<file path="config.mk">
export PLATFORM = sky130hd
export DESIGN_NAME = lssc_front
export DESIGN_NICKNAME = d
export VERILOG_FILES = /design/src/rtl/lssc_pkg.sv /design/src/rtl/lssc_front.sv
export SDC_FILE = /design/constraint.sdc
export NUM_CORES = 1
export LEC_CHECK = 0
export BUFFER_PORTS_ARGS = -buffer_cell sky130_fd_sc_hd__buf_4
export CAP_MARGIN = 20
export CELL_PAD_IN_SITES_DETAIL_PLACEMENT = 2
export CELL_PAD_IN_SITES_GLOBAL_PLACEMENT = 2
export CORE_ASPECT_RATIO = 1.75
export CORE_MARGIN = 2
export CORE_UTILIZATION = 36
export CTS_CLUSTER_DIAMETER = 60
export CTS_CLUSTER_SIZE = 24
export DETAILED_ROUTE_END_ITERATION = 10
export PLACE_DENSITY = 0.89
export SLEW_MARGIN = 20
export SYNTH_ARGS = -nofsm -noshare
export SYNTH_HDL_FRONTEND = slang
export SYNTH_SLANG_ARGS = --single-unit
</file>
<file path="constraint.sdc">
create_clock -name clk -period 3.5 [get_ports clk]
set_input_delay 0.35 -clock clk [delete_from_list [all_inputs] [get_ports clk]]
set_output_delay 0.35 -clock clk [all_outputs]
set_load 0.05 [all_outputs]
</file>
<file path="src/rtl/lssc_pkg.sv">
// Package with shared types and constants for the load/store subset CPU step block.
package lssc_pkg;

    localparam logic [1:0] ACT_EXEC  = 2'd0;
    localparam logic [1:0] ACT_WRITE = 2'd1;
    localparam logic [1:0] ACT_READ  = 2'd2;

    localparam logic [5:0] OP_RTYPE = 6'h00;
    localparam logic [5:0] OP_J     = 6'h02;
    localparam logic [5:0] OP_BEQ   = 6'h04;
    localparam logic [5:0] OP_LW    = 6'h23;
    localparam logic [5:0] OP_SW    = 6'h2b;

    localparam logic [5:0] FN_ADD = 6'h20;
    localparam logic [5:0] FN_SUB = 6'h22;
    localparam logic [5:0] FN_AND = 6'h24;
    localparam logic [5:0] FN_OR  = 6'h25;

    localparam logic [31:0] PC_STEP      = 32'h4;
    localparam logic [31:0] PC_HIGH_MASK = 32'hF0000000;
    localparam logic [31:0] PC_LOW_MASK  = 32'h0FFFFFFF;

    typedef enum logic [3:0] {
        K_ALU   = 4'b0001,
        K_MEM   = 4'b0010,
        K_PC    = 4'b0100,
        K_BAD   = 4'b1000
    } kind_t;

    typedef enum logic [3:0] {
        U_ADD = 4'b0001,
        U_SUB = 4'b0010,
        U_AND = 4'b0100,
        U_OR  = 4'b1000
    } alu_op_t;

    // Classified item passed from the front to the back.
    typedef struct packed {
        kind_t       kind;
        alu_op_t     alu_op;
        logic        is_exec;
        logic        is_write;
        logic        is_read;
        logic        is_load;
        logic        is_store;
        logic        is_beq;
        logic        is_jump;
        logic        target_store;
        logic [9:0]  word_index;
        logic [31:0] write_value;
        logic [4:0]  rs;
        logic [4:0]  rt;
        logic [4:0]  rd;
        logic [31:0] simm;
        logic [25:0] target;
    } op_t;

endpackage

</file>
<file path="src/rtl/lssc_front.sv">
// Front end: accepts items, decodes them and queues them for the back end.
module lssc_front (
    input  logic              clk,
    input  logic              rst_n,
    input  logic              push,
    output logic              full,
    input  logic [1:0]        action,
    input  logic [31:0]       instruction,
    input  logic              target_store,
    input  logic [9:0]        word_index,
    input  logic [31:0]       write_value,
    output logic              op_valid,
    input  logic              op_take,
    output lssc_pkg::op_t     op_out
);

    lssc_pkg::op_t dec;
    lssc_pkg::op_t q_reg [2];
    logic          wr_ptr_reg, wr_ptr_next;
    logic          rd_ptr_reg, rd_ptr_next;
    logic [1:0]    count_reg, count_next;
    logic          do_push;
    logic [5:0]    opc, fn;

    assign opc = instruction[31:26];
    assign fn  = instruction[5:0];

    always_comb
    begin
        dec              = '0;
        dec.kind         = lssc_pkg::K_BAD;
        dec.alu_op       = lssc_pkg::U_ADD;
        dec.target_store = target_store;
        dec.word_index   = word_index;
        dec.write_value  = write_value;
        dec.rs           = instruction[25:21];
        dec.rt           = instruction[20:16];
        dec.rd           = instruction[15:11];
        dec.simm         = {{16{instruction[15]}}, instruction[15:0]};
        dec.target       = instruction[25:0];
        unique case (action)
            lssc_pkg::ACT_EXEC:
            begin
                dec.is_exec = 1'b1;
                unique case (opc)
                    lssc_pkg::OP_RTYPE:
                    begin
                        dec.kind = lssc_pkg::K_ALU;
                        unique case (fn)
                            lssc_pkg::FN_ADD: dec.alu_op = lssc_pkg::U_ADD;
                            lssc_pkg::FN_SUB: dec.alu_op = lssc_pkg::U_SUB;
                            lssc_pkg::FN_AND: dec.alu_op = lssc_pkg::U_AND;
                            lssc_pkg::FN_OR:  dec.alu_op = lssc_pkg::U_OR;
                            default:          dec.kind   = lssc_pkg::K_BAD;
                        endcase
                    end
                    lssc_pkg::OP_LW:
                    begin
                        dec.kind    = lssc_pkg::K_MEM;
                        dec.is_load = 1'b1;
                    end
                    lssc_pkg::OP_SW:
                    begin
                        dec.kind     = lssc_pkg::K_MEM;
                        dec.is_store = 1'b1;
                    end
                    lssc_pkg::OP_BEQ:
                    begin
                        dec.kind   = lssc_pkg::K_PC;
                        dec.is_beq = 1'b1;
                    end
                    lssc_pkg::OP_J:
                    begin
                        dec.kind    = lssc_pkg::K_PC;
                        dec.is_jump = 1'b1;
                    end
                    default: dec.kind = lssc_pkg::K_BAD;
                endcase
            end
            lssc_pkg::ACT_WRITE:
            begin
                dec.kind     = lssc_pkg::K_MEM;
                dec.is_write = 1'b1;
            end
            lssc_pkg::ACT_READ:
            begin
                dec.kind    = lssc_pkg::K_MEM;
                dec.is_read = 1'b1;
            end
            default: dec.kind = lssc_pkg::K_BAD;
        endcase
    end

    assign full     = count_reg[1];
    assign do_push  = push && !full;
    assign op_valid = (count_reg != 2'd0);
    assign op_out   = q_reg[rd_ptr_reg];

    always_comb
    begin
        wr_ptr_next = wr_ptr_reg ^ do_push;
        rd_ptr_next = rd_ptr_reg ^ (op_take && op_valid);
        count_next  = count_reg + {1'b0, do_push} - {1'b0, op_take && op_valid};
    end

    always_ff @(posedge clk or negedge rst_n)
    begin
        if (!rst_n)
        begin
            wr_ptr_reg <= 1'b0;
            rd_ptr_reg <= 1'b0;
            count_reg  <= 2'd0;
        end
        else
        begin
            wr_ptr_reg <= wr_ptr_next;
            rd_ptr_reg <= rd_ptr_next;
            count_reg  <= count_next;
        end
    end

    always_ff @(posedge clk)
    begin
        if (do_push)
        begin
            q_reg[wr_ptr_reg] <= dec;
        end
    end

endmodule

</file>
==> summary.md, run 1 <==
| Metric | Value |
|---|---|
| Filler cells | `1790` |
| CTS tree | `yes` |
| Most numerous cell in the Yosys netlist | `edfxtp_1` |
| R2R depth | `4` |
| Die ar. | `20400 µm²` |
| Root Buffer | `clkbuf_16` |
| MaxCap Viol Count | `0` |
| Setup CP Type | `flop to primary output` |
| ANT cells | `0` |
| RSZ-0062 raised after global routing | `false` |
| Outcome | `finished, final reports clean` |
| I/O pin cnt | `214` |
| Seq cells post-synth | `172` |
| Finished Layout Cells | `798` |
| R2R setup slack | `1.49 ns` |
| Clk Latency, worst-skew pair | `0.42 ns` |
| Hold Slack | `0.105 ns` |
| Post-CTS resize count | `0` |
| Worst Path Arrival | `2.25 ns` |
| DRT Pass-1 Iters | `4` |
| Crit path launch type | `flop` |
| Share of layout cells above drive strength 1 | `61.2%` |
| Leakage | `3.46 nW` |
| Final #Nets | `633` |
| Hold path depth | `1` |
| Routed len/inst | `21.5 µm` |
| Antenna violations before repair | `1` |
| Synthesized area per cell | `19.0 µm²` |
| Yosys warns | `0` |
| Grt ovf | `0` |
| Crit share post-route | `74.3%` |
| Setup TNS | `0 ns` |
| Dpl hpwl | `12500 µm` |
| Clock Sinks | `172` |
| Number of global-route vias before repair | `4333` |
| Top cells by count, synth | `edfxtp_1 (168), mux2_2 (84), buf_4 (52)` |
| Min-Delay Path Class | `primary input to flop` |
| Placed cell count | `765` |
| Area Overhead vs Synth | `31.2%` |
| Post-synth cell types | `30` |
| Post CTS Setup Buffer Count | `0` |
| Mean number of vias per cell | `4.70` |
| TritonCTS buffer count | `17` |
| Post-synth top area cell | `edfxtp_1` |
| Post-synth top flop | `edfxtp_1` |
| Min Tclk post-route | `2.60 ns` |
| ANT nets after route | `0` |
| Pin count of the biggest net entering global routing | `51` |
| Reg area | `5150 µm²` |
| Post-synth top area share | `73.0%` |
| Worst EP required | `3.15 ns` |
| Final Setup Violations | `0` |
| Clk pin slew, worst setup/hold paths | `0.07 ns` |
| Vias post-DR | `3749` |
| WHS Endpoint | `q_reg[1][34]` |
| Clock Skew | `0.00549 ns` |
| Cell count after synthesis | `364` |
| Placer Congestion | `0.734` |
| Area of the core | `18900 µm²` |
| Max reg flops | `168` |
| Synthesized area | `6910 µm²` |
| Port bufs | `213` |
| Longest Clk Path Bufs | `2` |
| CP max FO | `48` |
| Sequential element share of the synthesized area | `74.5%` |
| Slew margin rel. | `55.0%` |
| Die Wd | `109 µm` |
| # H-tree levels | `4` |
| Slew Viols, Final | `0` |
| Area of the multi-input gates | `1340 µm²` |
| P per Cell Area | `1010 nW/µm²` |
| Fmax | `384 MHz` |
| Slew of the pin with the lowest slew margin | `0.675 ns` |
| Main area contributors after synthesis | `edfxtp_1 (73%), mux2_2 (14%), buf_4 (5.7%)` |
| Hold Fails Final Rpt | `0` |
| FP Rows | `67` |
| Reg-to-reg startpoint | `count_reg[1]` |
| Global Route Usage Sum | `17.6%` |
| Starting Density | `36.5%` |
| 1st-iter DRT viols | `105` |
| Residual DRC | `0` |
| CP endpoint kind | `primary output` |
| Critical R2R Capture | `q_reg[1][90]` |
| Worst VDD drop | `0.573 mV` |
| Post-synth EDFFs | `168` |
| First-pass GRT wire length | `25700 µm` |
| CP Launch Point | `rd_ptr_reg` |
| Hold Path Origin | `instruction[8]` |
| Post-synth ARST share | `2.33%` |
| Total Routed Length | `17200 µm` |
| Syn nets | `453` |
| Die Height | `187 µm` |
[worst max-delay path: stages, from the launching register on]
cell     delay, ns
dfrtp_4       0.85
buf_12        0.32
mux2_2        0.39
buf_4         0.20
[worst max path at each step]
stage / endpoint / cells past startpoint / slack (ns)
floorplan: q_reg[1][100] / 3 / 0.16
global placement: op_out[100] / 3 / 1.37
detailed placement: op_out[6] / 3 / 1.32
CTS: op_out[9] / 3 / 0.84
global route: op_out[9] / 3 / 0.79
finish: op_out[90] / 3 / 0.90
[cell type report]
type                            count  area share [%]
Sequential cell                   172            56.8
Timing Repair Buffer              217            18.4
Multi-Input combinational cell    127            14.8
Clock buffer                       18            4.74
Tap cell                          241            3.33
Clock inverter                     14            1.49
Inverter                            9           0.373
[layout by cell type (no fill, tap or decap), types with 2 or more instances in the layout]
cell / count
nor3b_1: 3
clkinv_4: 3
ha_1: 6
buf_4: 213
buf_12: 3
nor3b_2: 2
ha_4: 2
dfrtp_1: 3
xor2_1: 2
and4_1: 3
nor2_1: 4
clkinvlp_4: 2
nand2b_1: 2
inv_1: 9
edfxtp_1: 168
xnor2_1: 2
inv_6: 5
mux2_2: 84
clkbuf_16: 17
o21ai_0: 2
[cells by family (layout without fill, tap and decap cells)]
| kind of cell | count (synthesis) | count (layout) | synth area share (%) |
|---|---|---|---|
| flops | 172 | 172 | 74.5 |
| compound gates | 7 | 7 | 0.761 |
| buf+inv | 65 | 258 | 6.43 |
| simple gates | 24 | 24 | 2.68 |
| mux | 84 | 84 | 13.7 |
| xor+xnor | 4 | 4 | 0.507 |
| fa+ha+maj | 8 | 8 | 1.45 |
[power breakdown]
| part | total [mW] | switching (mW) | internal, mW |
|---|---|---|---|
| Clock | 1.80 | 0.801 | 0.994 |
| Combinational | 4.44 | 3.08 | 1.36 |
| Sequential | 2.91 | 0.214 | 2.70 |
[through the flow]
step | util [%] | power (mW) | worst slack [ns] | instance area, µm²
finish | 47.8 | 9.14 | 0.899 | 9060
floorplan | - | 6.35 | 0.156 | 6910
global route | 47.8 | 9.48 | 0.793 | 9060
global placement | 44.8 | 7.30 | 1.37 | 8490
CTS | 47.8 | 9.28 | 0.839 | 9060
detailed placement | 44.8 | 7.45 | 1.32 | 8490
[repair_timing]
item | CTS | global route
hold endpoints to repair | 4 | 0
setup endpoints to repair | 0 | 0
hold buffers | 1 | 0
[per-layer routing]
layer / global-route usage [%] / share of wire (%)
met3: 3.62 / 4.3
met5: 0 / 0.058
met1: 15.8 / 31
met4: 10.1 / 4.1
met2: 34.5 / 61
(Power assumes the default switching activity.)
==> run 2, diff against run 1 <==
Clock period 3.5 ns to 2.4 ns, I/O delays scaled along.
==> summary.md, run 2 (same netlist as run 1, synthesis figures left out) <==
| Metric | Value |
|---|---|
| Outcome | `finished, final reports clean` |
| Clk pin slew, worst setup/hold paths | `0.07 ns (about the same)` |
| Worst Path Arrival | `1.96 ns (-0.29 ns)` |
| Slew of the pin with the lowest slew margin | `0.503 ns (-0.172 ns)` |
| Grt ovf | `0 (unchanged)` |
| Area of the multi-input gates | `1340 µm² (unchanged)` |
| Slew Viols, Final | `0 (unchanged)` |
| Slew margin rel. | `66.4% (+11 points)` |
| Root Buffer | `clkbuf_16` |
| RSZ-0062 raised after global routing | `false` |
| Final Setup Violations | `0 (unchanged)` |
| MaxCap Viol Count | `0 (unchanged)` |
| First-pass GRT wire length | `29100 µm (+13%)` |
| CP endpoint kind | `primary output` |
| Most frequent cells in the layout | `buf_4 (217), edfxtp_1 (168), mux2_2 (84), dlygate4sd3_1 (54), clkbuf_16 (17)` |
| P per Cell Area | `1450 nW/µm² (+43%)` |
| Die ar. | `20400 µm² (unchanged)` |
| Routed len/inst | `22.9 µm (+6.6%)` |
| Clock Sinks | `172 (unchanged)` |
| Clock Skew | `0.00733 ns (+0.00184 ns)` |
| Hold Path Origin | `instruction[5]` |
| Hold Fails Final Rpt | `0 (unchanged)` |
| Pin count of the biggest net entering global routing | `40 (-22%)` |
| Setup CP Type | `flop to primary output` |
| Antenna violations before repair | `1 (unchanged)` |
| Reg area | `5150 µm² (unchanged)` |
| Reg-to-reg startpoint | `count_reg[1]` |
| ANT nets after route | `0 (unchanged)` |
| Share of layout cells above drive strength 1 | `56.1% (-5.1 points)` |
| FP Rows | `67 (unchanged)` |
| Dpl hpwl | `13400 µm (+7.2%)` |
| CTS tree | `yes` |
| Global Route Usage Sum | `20.0% (+2.4 points)` |
| Hold Slack | `0.0119 ns (-0.0935 ns)` |
| Longest Clk Path Bufs | `2 (unchanged)` |
| Min Tclk post-route | `2.20 ns` |
| Residual DRC | `0 (unchanged)` |
| 1st-iter DRT viols | `105 (unchanged)` |
| Die Wd | `109 µm (unchanged)` |
| Area Overhead vs Synth | `41.7%` |
| Crit share post-route | `91.7%` |
| I/O pin cnt | `214 (unchanged)` |
| Leakage | `3.78 nW (+9.1%)` |
| Most common cell after layout, fill and taps aside | `buf_4` |
| DRT Pass-1 Iters | `4 (unchanged)` |
| Crit path launch type | `flop` |
| Placer Congestion | `0.746 (+1.6%)` |
| Worst EP required | `2.16 ns (-0.99 ns)` |
| Final worst setup slack | `0.200 ns (-0.699 ns)` |
| Vias post-DR | `4022 (+7.3%)` |
| Total Routed Length | `19700 µm (+15%)` |
| Mean number of vias per cell | `4.68 (-0.34%)` |
| Port bufs | `213 (unchanged)` |
| Worst VDD drop | `0.790 mV (+38%)` |
| Min-Delay Path Class | `primary input to flop` |
| Pre-CTS WS | `0.447 ns (-0.872 ns)` |
| Fmax | `455 MHz` |
| Starting Density | `36.5% (unchanged)` |
| TritonCTS buffer count | `17 (unchanged)` |
| Area of the core | `18900 µm² (unchanged)` |
| # H-tree levels | `4 (unchanged)` |
| CP Launch Point | `rd_ptr_reg` |
| Number of global-route vias before repair | `4728 (+9.1%)` |
| Die Height | `187 µm (unchanged)` |
| Final #Nets | `693 (+9.5%)` |
| Post-CTS resize count | `0 (unchanged)` |
| CP max FO | `20 (-58%)` |
| Clk Latency, worst-skew pair | `0.43 ns (about the same)` |
| Final Util | `51.7% (+3.8 points)` |
| Max reg flops | `168 (unchanged)` |
| Filler cells | `1719 (-4.0%)` |
[run 2: path summary, 6_finish.rpt]
kind	endpoint	slack (ns)	cells past startpoint
min in group asynchronous	count_reg[0]	0.15	2
worst min-delay path	q_reg[0][31]	0.01	1
max in group asynchronous	rd_ptr_reg	2.13	2
worst min register to register	count_reg[0]	0.55	1
worst max register to register	count_reg[1]	0.52	7
worst max-delay path	op_out[79]	0.20	3
[run 2: stage by stage]
step	area (µm²)	total power, mW	setup TNS [ns]	instances
6_report	9790	14.1	0	859
5_1_grt	9790	14.6	0	859
4_1_cts	9730	14.2	0	853
3_5_place_dp	8560	11.0	0	771
3_3_place_gp	8560	10.7	0	771
2_1_floorplan	6910	9.23	-8.74	364
[run 2: routing by layer]
metal | GRT usage [%] | routed length (µm) | vias up
met2 | 39.7 | 12000 | 133
met3 | 3.10 | 604 | 34
met1 | 19.2 | 6550 | 2036
met4 | 8.97 | 584 | 0
met5 | 0 | 0 | -
li1 | - | - | 1819
[run 2: timing repair]
item | 4_1_cts | 5_1_grt
endpoints found under the hold margin | 92 | 9
endpoints found under the setup margin | 3 | 0
hold buffers | 49 | 5
setup buffers | 1 | 0
[run 2: layout make-up]
cell class	instances	share of cell area (%)
diodes	1	0.0256
flip-flops and latches	172	52.6
inverters	9	0.345
clock buffers	21	4.50
multi-input cells	127	13.7
clock inverters	11	2.24
repair buffers	277	23.5
well taps	241	3.08
[run 2: critical path, stage by stage (launching register included)]
cell	delay, ns
dfrtp_4	0.68
buf_4	0.27
mux2_2	0.38
buf_4	0.20
[run 2: power by group]
group | switching, mW | leakage [nW] | internal (mW)
Clock | 1.13 | 0.316 | 1.96
Sequential | 0.262 | 1.61 | 3.93
Combinational | 4.71 | 1.85 | 2.16
